`src/adpcm8_pkg.sv`:
```
// Shared types, constants and tables for the IMA ADPCM nibble decoder.
// No dependencies; used by every RTL module and the checker.
`timescale 1ns / 1ps

package adpcm8_pkg;

  localparam int QUEUE_DEPTH = 2;
  localparam int STEP_LAST   = 88;
  localparam int POS_W       = 7;
  localparam int STEP_W      = 15;
  localparam int PRED_W      = 16;
  localparam int CODE_W      = 4;
  localparam int BYTE_W      = 8;

  // One accepted byte, split into its two codes.
  typedef struct packed {
    logic [CODE_W-1:0] code_lo;
    logic [CODE_W-1:0] code_hi;
    logic              clear;
    logic              lo_only;
  } adpcm8_item_t;

  typedef struct packed {
    logic full;
    logic empty;
  } adpcm8_qstat_t;

  function automatic logic [STEP_W-1:0] step_size(input logic [POS_W-1:0] pos);
    logic [STEP_W-1:0] s;
    unique case (pos)
      7'd0:  s = 15'd7;     7'd1:  s = 15'd8;     7'd2:  s = 15'd9;     7'd3:  s = 15'd10;
      7'd4:  s = 15'd11;    7'd5:  s = 15'd12;    7'd6:  s = 15'd13;    7'd7:  s = 15'd14;
      7'd8:  s = 15'd16;    7'd9:  s = 15'd17;    7'd10: s = 15'd19;    7'd11: s = 15'd21;
      7'd12: s = 15'd23;    7'd13: s = 15'd25;    7'd14: s = 15'd28;    7'd15: s = 15'd31;
      7'd16: s = 15'd34;    7'd17: s = 15'd37;    7'd18: s = 15'd41;    7'd19: s = 15'd45;
      7'd20: s = 15'd50;    7'd21: s = 15'd55;    7'd22: s = 15'd60;    7'd23: s = 15'd66;
      7'd24: s = 15'd73;    7'd25: s = 15'd80;    7'd26: s = 15'd88;    7'd27: s = 15'd97;
      7'd28: s = 15'd107;   7'd29: s = 15'd118;   7'd30: s = 15'd130;   7'd31: s = 15'd143;
      7'd32: s = 15'd157;   7'd33: s = 15'd173;   7'd34: s = 15'd190;   7'd35: s = 15'd209;
      7'd36: s = 15'd230;   7'd37: s = 15'd253;   7'd38: s = 15'd279;   7'd39: s = 15'd307;
      7'd40: s = 15'd337;   7'd41: s = 15'd371;   7'd42: s = 15'd408;   7'd43: s = 15'd449;
      7'd44: s = 15'd494;   7'd45: s = 15'd544;   7'd46: s = 15'd598;   7'd47: s = 15'd658;
      7'd48: s = 15'd724;   7'd49: s = 15'd796;   7'd50: s = 15'd876;   7'd51: s = 15'd963;
      7'd52: s = 15'd1060;  7'd53: s = 15'd1166;  7'd54: s = 15'd1282;  7'd55: s = 15'd1411;
      7'd56: s = 15'd1552;  7'd57: s = 15'd1707;  7'd58: s = 15'd1878;  7'd59: s = 15'd2066;
      7'd60: s = 15'd2272;  7'd61: s = 15'd2499;  7'd62: s = 15'd2749;  7'd63: s = 15'd3024;
      7'd64: s = 15'd3327;  7'd65: s = 15'd3660;  7'd66: s = 15'd4026;  7'd67: s = 15'd4428;
      7'd68: s = 15'd4871;  7'd69: s = 15'd5358;  7'd70: s = 15'd5894;  7'd71: s = 15'd6484;
      7'd72: s = 15'd7132;  7'd73: s = 15'd7845;  7'd74: s = 15'd8630;  7'd75: s = 15'd9493;
      7'd76: s = 15'd10442; 7'd77: s = 15'd11487; 7'd78: s = 15'd12635; 7'd79: s = 15'd13899;
      7'd80: s = 15'd15289; 7'd81: s = 15'd16818; 7'd82: s = 15'd18500; 7'd83: s = 15'd20350;
      7'd84: s = 15'd22385; 7'd85: s = 15'd24623; 7'd86: s = 15'd27086; 7'd87: s = 15'd29794;
      default: s = 15'd32767;
    endcase
    return s;
  endfunction

  function automatic logic signed [POS_W:0] index_adj(input logic [2:0] mag);
    logic signed [POS_W:0] a;
    unique case (mag)
      3'd4:    a = 8'sd2;
      3'd5:    a = 8'sd4;
      3'd6:    a = 8'sd6;
      3'd7:    a = 8'sd8;
      default: a = -8'sd1;
    endcase
    return a;
  endfunction

endpackage

```
`src/adpcm8_front.sv`:
```
// Input stage: registers an accepted byte, splits it into codes and flags.
// Depends on adpcm8_pkg; feeds adpcm8_queue.
`timescale 1ns / 1ps

module adpcm8_front import adpcm8_pkg::*; (
  input  logic               clk,
  input  logic               rst_n,
  input  logic               in_valid,
  output logic               in_stall,
  input  logic [BYTE_W-1:0]  in_code_byte,
  input  logic               in_begin_req,
  input  logic               in_low_only,
  input  adpcm8_qstat_t      q_stat,
  output logic               q_push,
  output adpcm8_item_t       q_item
);

  logic         valid_r, valid_nxt;
  adpcm8_item_t item_r;
  logic         take;

  assign q_push   = valid_r && !q_stat.full;
  assign take     = !valid_r || q_push;
  assign in_stall = !take;
  assign q_item   = item_r;

  always_comb begin
    valid_nxt = valid_r;
    if (in_valid && take) begin
      valid_nxt = 1'b1;
    end else if (q_push) begin
      valid_nxt = 1'b0;
    end
  end

  always_ff @(posedge clk) begin
    if (!rst_n) begin
      valid_r <= 1'b0;
    end else begin
      valid_r <= valid_nxt;
    end
    if (in_valid && take) begin
      item_r.code_lo <= in_code_byte[CODE_W-1:0];
      item_r.code_hi <= in_code_byte[BYTE_W-1:CODE_W];
      item_r.clear   <= in_begin_req;
      item_r.lo_only <= in_low_only;
    end
  end

endmodule

```
`src/adpcm8_queue.sv`:
```
// Short FIFO of split bytes between the input stage and the decode core.
// Depends on adpcm8_pkg.
`timescale 1ns / 1ps

module adpcm8_queue import adpcm8_pkg::*; #(
  parameter int DEPTH = QUEUE_DEPTH
) (
  input  logic          clk,
  input  logic          rst_n,
  input  logic          push,
  input  adpcm8_item_t  push_item,
  input  logic          pop,
  output adpcm8_item_t  head_item,
  output adpcm8_qstat_t stat
);

  localparam int PW = (DEPTH > 1) ? $clog2(DEPTH) : 1;
  localparam int CW = $clog2(DEPTH + 1);

  adpcm8_item_t    mem_r [DEPTH];
  logic [PW-1:0]   wr_ptr_r, wr_ptr_nxt;
  logic [PW-1:0]   rd_ptr_r, rd_ptr_nxt;
  logic [CW-1:0]   count_r, count_nxt;

  assign stat.full  = (count_r == CW'(DEPTH));
  assign stat.empty = (count_r == '0);
  assign head_item  = mem_r[rd_ptr_r];

  always_comb begin
    wr_ptr_nxt = wr_ptr_r;
    rd_ptr_nxt = rd_ptr_r;
    if (push) begin
      wr_ptr_nxt = (wr_ptr_r == PW'(DEPTH - 1)) ? '0 : wr_ptr_r + 1'b1;
    end
    if (pop) begin
      rd_ptr_nxt = (rd_ptr_r == PW'(DEPTH - 1)) ? '0 : rd_ptr_r + 1'b1;
    end
    count_nxt = count_r + CW'(push) - CW'(pop);
  end

  always_ff @(posedge clk) begin
    if (!rst_n) begin
      wr_ptr_r <= '0;
      rd_ptr_r <= '0;
      count_r  <= '0;
    end else begin
      wr_ptr_r <= wr_ptr_nxt;
      rd_ptr_r <= rd_ptr_nxt;
      count_r  <= count_nxt;
    end
    if (push) begin
      mem_r[wr_ptr_r] <= push_item;
    end
  end

endmodule

```
`src/adpcm8_core.sv`:
```
// Decode core: a code per cycle unless stalled; predictor, step position update.
// Depends on adpcm8_pkg; takes items from adpcm8_queue, drives the output word.
`timescale 1ns / 1ps

module adpcm8_core import adpcm8_pkg::*; (
  input  logic               clk,
  input  logic               rst_n,
  input  adpcm8_item_t       head_item,
  input  adpcm8_qstat_t      q_stat,
  output logic               q_pop,
  output logic               out_valid,
  input  logic               out_stall,
  output logic [BYTE_W-1:0]  out_sample,
  output logic               out_last
);

  typedef enum logic {PH_LO, PH_HI} phase_t;

  phase_t                    phase_r, phase_nxt;
  logic                      out_valid_r;
  logic [BYTE_W-1:0]         sample_r;
  logic                      last_r;
  logic signed [PRED_W-1:0]  pred_r, pred_nxt;
  logic [POS_W-1:0]          pos_r, pos_nxt;

  logic                      adv, fire, last_nxt;
  logic [CODE_W-1:0]         code;
  logic signed [PRED_W-1:0]  base_pred;
  logic [POS_W-1:0]          base_pos, pos_eff;
  logic [STEP_W-1:0]         step;
  logic [STEP_W+1:0]         diff;
  logic signed [STEP_W+2:0]  sdiff, sum;
  logic signed [POS_W:0]     npos;

  assign adv  = !out_valid_r || !out_stall;
  assign fire = adv && !q_stat.empty;

  always_comb begin
    code      = (phase_r == PH_LO) ? head_item.code_lo : head_item.code_hi;
    // Begin flag resets state ahead of the low code only.
    if (phase_r == PH_LO && head_item.clear) begin
      base_pred = '0;
      base_pos  = '0;
    end else begin
      base_pred = pred_r;
      base_pos  = pos_r;
    end
    pos_eff = (base_pos > POS_W'(STEP_LAST)) ? POS_W'(STEP_LAST) : base_pos;
    step    = step_size(pos_eff);

    diff = {5'b00000, step[STEP_W-1:3]};
    if (code[0]) diff = diff + {4'b0000, step[STEP_W-1:2]};
    if (code[1]) diff = diff + {3'b000, step[STEP_W-1:1]};
    if (code[2]) diff = diff + {2'b00, step};
    sdiff = code[3] ? -$signed({1'b0, diff}) : $signed({1'b0, diff});
    sum   = $signed({{2{base_pred[PRED_W-1]}}, base_pred}) + sdiff;

    // Saturate to the signed 16-bit range.
    if (sum[STEP_W+2:PRED_W-1] == '0 || sum[STEP_W+2:PRED_W-1] == '1) begin
      pred_nxt = sum[PRED_W-1:0];
    end else if (sum[STEP_W+2]) begin
      pred_nxt = {1'b1, {(PRED_W-1){1'b0}}};
    end else begin
      pred_nxt = {1'b0, {(PRED_W-1){1'b1}}};
    end

    npos = $signed({1'b0, pos_eff}) + index_adj(code[2:0]);
    if (npos < 0) begin
      pos_nxt = '0;
    end else if (npos > $signed((POS_W+1)'(STEP_LAST))) begin
      pos_nxt = POS_W'(STEP_LAST);
    end else begin
      pos_nxt = npos[POS_W-1:0];
    end

    last_nxt  = (phase_r == PH_HI) || head_item.lo_only;
    phase_nxt = last_nxt ? PH_LO : PH_HI;
  end

  assign q_pop      = fire && last_nxt;
  assign out_valid  = out_valid_r;
  assign out_sample = sample_r;
  assign out_last   = last_r;

  always_ff @(posedge clk) begin
    if (!rst_n) begin
      phase_r     <= PH_LO;
      out_valid_r <= 1'b0;
      pred_r      <= '0;
      pos_r       <= '0;
    end else if (fire) begin
      phase_r     <= phase_nxt;
      out_valid_r <= 1'b1;
      pred_r      <= pred_nxt;
      pos_r       <= pos_nxt;
    end else if (adv) begin
      out_valid_r <= 1'b0;
    end
    if (fire) begin
      sample_r <= pred_nxt[PRED_W-1:PRED_W-BYTE_W] ^ 8'h80;
      last_r   <= last_nxt;
    end
  end

endmodule

```
`src/adpcm_nibble_decoder_8bit.sv`:
```
// Channel   Ports                                       Word
// in        in_valid / in_stall                          code byte, begin, low-only flags
// out       out_valid / out_stall                        unsigned 8-bit sample, last flag
//
// The decode core takes each byte one code at a time, low code first, then high code;
// a low-only byte gives its low code only.
// Input register and queue let new bytes enter while the core works or the output stalls.
// First sample passes the input register, the queue and the core output register.
// Synchronous active-low reset clears predictor, step position and all valid state.
// Depends on adpcm8_pkg, adpcm8_front, adpcm8_queue, adpcm8_core.
`timescale 1ns / 1ps

module adpcm_nibble_decoder_8bit import adpcm8_pkg::*; #(
  parameter int QDEPTH = QUEUE_DEPTH
) (
  input  logic               clk,
  input  logic               rst_n,
  input  logic               in_valid,
  output logic               in_stall,
  input  logic [BYTE_W-1:0]  in_code_byte,
  input  logic               in_begin_req,
  input  logic               in_low_only,
  output logic               out_valid,
  input  logic               out_stall,
  output logic [BYTE_W-1:0]  out_sample,
  output logic               out_last
);

  adpcm8_item_t  push_item, head_item;
  adpcm8_qstat_t q_stat;
  logic          q_push, q_pop;

  adpcm8_front u_front (
    .clk          (clk),
    .rst_n        (rst_n),
    .in_valid     (in_valid),
    .in_stall     (in_stall),
    .in_code_byte (in_code_byte),
    .in_begin_req (in_begin_req),
    .in_low_only  (in_low_only),
    .q_stat       (q_stat),
    .q_push       (q_push),
    .q_item       (push_item)
  );

  adpcm8_queue #(.DEPTH(QDEPTH)) u_queue (
    .clk       (clk),
    .rst_n     (rst_n),
    .push      (q_push),
    .push_item (push_item),
    .pop       (q_pop),
    .head_item (head_item),
    .stat      (q_stat)
  );

  adpcm8_core u_core (
    .clk        (clk),
    .rst_n      (rst_n),
    .head_item  (head_item),
    .q_stat     (q_stat),
    .q_pop      (q_pop),
    .out_valid  (out_valid),
    .out_stall  (out_stall),
    .out_sample (out_sample),
    .out_last   (out_last)
  );

endmodule

```
`config.mk`:
```
export PLATFORM = sky130hd
export DESIGN_NAME = adpcm_nibble_decoder_8bit
export DESIGN_NICKNAME = d
export VERILOG_FILES = /design/src/adpcm8_pkg.sv /design/src/adpcm8_front.sv /design/src/adpcm8_queue.sv /design/src/adpcm8_core.sv /design/src/adpcm_nibble_decoder_8bit.sv
export SDC_FILE = /design/constraint.sdc
export NUM_CORES = 1
export LEC_CHECK = 0
export BUFFER_PORTS_ARGS = -buffer_cell sky130_fd_sc_hd__buf_4
export CORE_MARGIN = 2
export CORE_UTILIZATION = 42
export DETAILED_ROUTE_END_ITERATION = 10
export PLACE_DENSITY_LB_ADDON = 0.08
export SLEW_MARGIN = 10
export SYNTH_ARGS = -nofsm -noshare
export SYNTH_HDL_FRONTEND = slang
export SYNTH_HIERARCHICAL = 1
export SYNTH_SLANG_ARGS = --single-unit
```
`constraint.sdc`:
```
create_clock -name clk -period 25.1 [get_ports clk]
set_input_delay 1.255 -clock clk [delete_from_list [all_inputs] [get_ports clk]]
set_output_delay 1.255 -clock clk [all_outputs]
set_load 0.05 [all_outputs]
```
==> results_dict.tcl <==
set metrics [dict create \
    cts_resized 0 \
    path_delay_family "compound AO/OA/AOI/OAI gates" \
    synth_area_um2 8690 \
    status "finished clean" \
    slowest_stage "nor4_4" \
    grtUsageTotal_pct 24.1 \
    crit_path_max_fanout 20 \
    syn-num-nets 1179 \
    grt_max_degree 46 \
    synth_edf_count 39 \
    grt_antenna_before_repair 1 \
    cts_hold_buf 0 \
    io_buffers 24 \
    max-clock-path-buffers 2 \
    htreeDepth 3 \
    setup_viol 0 \
    layout-drive-gt1-share_pct 10.4 \
    maxCapViolations 0 \
    clock_latency_ps 330 \
    cts.sinks 70 \
    synth.top_cells.by_count "92 x nand2_1, 85 x nor2_1, 80 x a21oi_1" \
    placed_area_um2 9030 \
    min_path_type "reg -> reg" \
    worstPathArrival_ps 12890 \
    syn-mean-instance-area_um2 8.04 \
    yosys_warnings 6 \
    grt_busiest_layer "met2" \
    path_buf_inv 3 \
    multi_input_area_um2 6500 \
    grt_pass1_wl_mm 43.0 \
    cts_setup_buffers 0 \
    fp.dieH_um 148 \
    drt-vias-per-instance 6.32 \
    yosysMostFrequentCell "nand2_1" \
    rows 52 \
    tns_ps 0 \
    start_kind "flop" \
    syn_to_final_growth_pct 7.75 \
    synth_cell_types 98 \
    hpwl_mm 19.3 \
    rsz0062_at_grt "false" \
    path_depth 45 \
    ys_seq_area_share_pct 20.6 \
    crit_type "reg -> reg" \
    cp_data_required_time_ps 25320 \
    fin_worst_skew_ps 11.0 \
    cpPeakStageDelay_ps 780 \
    synth_top_area_share_pct 13.5 \
    synth_cells 1081 \
    pin_count 25 \
    totalWireLength_mm 26.1 \
    core-area_um2 20200 \
    maxSlewViolCount 0 \
    numCtsBuffers 9 \
    dieArea_um2 21800 \
    async_flop_share_pct 0 \
    fill_cells 2016 \
    place_congestion 1.00 \
    route.detailed.drc 0 \
    synth-seq-cells 70 \
    met3_usage_pct 3.46 \
    drtIter0Drc 979 \
    ant_nets 0 \
    hold_viol 0 \
    start_util_pct 42.9 \
    final_area_um2 9360 \
    wl_per_cell_um 19.4 \
    seqCellArea_um2 1790 \
    slew_headroom_pct 29.5 \
    reg2reg_depth 45 \
    cts_tree "built" \
    antenna_cells 0 \
    die_w_um 148 \
    period_needed_ps 12670 \
    synth_ff_type "edfxtp_1" \
    fmax_ghz 0.0789 \
    use_met1_pct 34.1 \
    grt_overflow 0 \
    critPathMostFrequentCell "ha_1" \
    fin_crit_sh_pct 50.5 \
    synth.area.top_cells "edfxtp_1 13%, ha_1 11%, dfxtp_1 7.1%" \
    worst_slew_pin_slew_ps 1040 \
    grt_pass1_vias 8009 \
    path_clk_slew_ps 60 \
    fin_nets 1168 \
    grtUsageMet2_pct 37.6 \
    root_buffer "clkbuf_16" \
    yosys.area.top_type "edfxtp_1" \
    hold_depth 0 \
    first_pass_iters 7 \
    via_count 8498 \
    endpoint_kind "flop" \
    rrSetupSlack_ps 12430 \
]
## per-stage QoR
| stage | hold slack, ps | utilization (%) | worst slack [ps] | std cells |
|---|---|---|---|---|
| 2_1_floorplan | 421 | - | 14550 | 1081 |
| 3_3_place_gp | 428 | 44.6 | 12730 | 1329 |
| 3_5_place_dp | 432 | 44.6 | 12620 | 1329 |
| 4_1_cts | 440 | 46.3 | 12580 | 1345 |
| 5_1_grt | 458 | 46.3 | 11390 | 1345 |
| 6_report | 439 | 46.3 | 12430 | 1345 |
## cells by family (layout without fill, tap and decap cells)
group / Yosys count / count (layout) / share of synthesized area [%]
AOI/OAI and AO/OA: 400 / 400 / 32.6
muxes: 32 / 32 / 3.93
buffers and inverters: 96 / 90 / 4.57
adders and majority gates: 85 / 85 / 12.6
xor gates and xnor gates: 61 / 61 / 6.31
and+or+nand+nor: 337 / 337 / 19.4
DFF: 70 / 70 / 20.6
## registers in the layout (all words and copies together), names as in the netlist, named ones only
| name | flops |
|---|---|
| u_core/out_last | 1 |
| u_core/out_sample | 8 |
| u_core/out_valid | 1 |
| u_core/phase_r | 1 |
| u_core/pos_r | 7 |
| u_core/pred_r | 16 |
| u_front/q_item | 10 |
| u_front/valid_r | 1 |
| u_queue/count_r | 2 |
| u_queue/mem_r | 20 |
| u_queue/rd_ptr_r | 1 |
| u_queue/wr_ptr_r | 1 |
## layer usage
metal / up-vias / part of all wire (%)
li1: 4054 / -
met1: 3957 / 46
met2: 395 / 43
met3: 90 / 7.6
met4: 2 / 3.6
met5: - / 0.038
## layout make-up
| cell class | count | area share (%) |
|---|---|---|
| repair buffers | 33 | 2.65 |
| inverters | 41 | 1.64 |
| flip-flops and latches | 70 | 19.1 |
| well taps | 270 | 3.61 |
| clock inverters | 6 | 0.815 |
| clock buffers | 10 | 2.67 |
| multi-input cells | 915 | 69.5 |
## layout by cell type (no fill, tap or decap), drive strengths merged, types with 8 or more instances in the layout
cell and count:
a21o 23, nor4 9, or2 8, ha 79, inv 41, clkbuf 10
nand3 20, o221a 9, dfxtp 31, and2 33, nand2 93, nor2 85
o211ai 15, mux2 17, xor2 26, o22ai 10, a31oi 17, nand4 8
o21ba 8, nor2b 18, a211oi 29, a21oi 82, o21a 18, buf 33
mux2i 15, nand2b 19, o21ai 88, xnor2 34, nor3 21, edfxtp 39
## final timing paths
| path | start | end |
|---|---|---|
| setup / recovery | flop | u_core/pred_r[13] |
| hold / removal | u_front/q_item[8] | u_queue/mem_r[0][8] |
| setup reg to reg | flop | u_core/pred_r[13] |
| hold reg to reg | u_front/q_item[8] | u_queue/mem_r[0][8] |
Power is left out: the tool's default activity adds up to more than one toggle a clock period on the data nets, which glitch-free logic cannot reach.
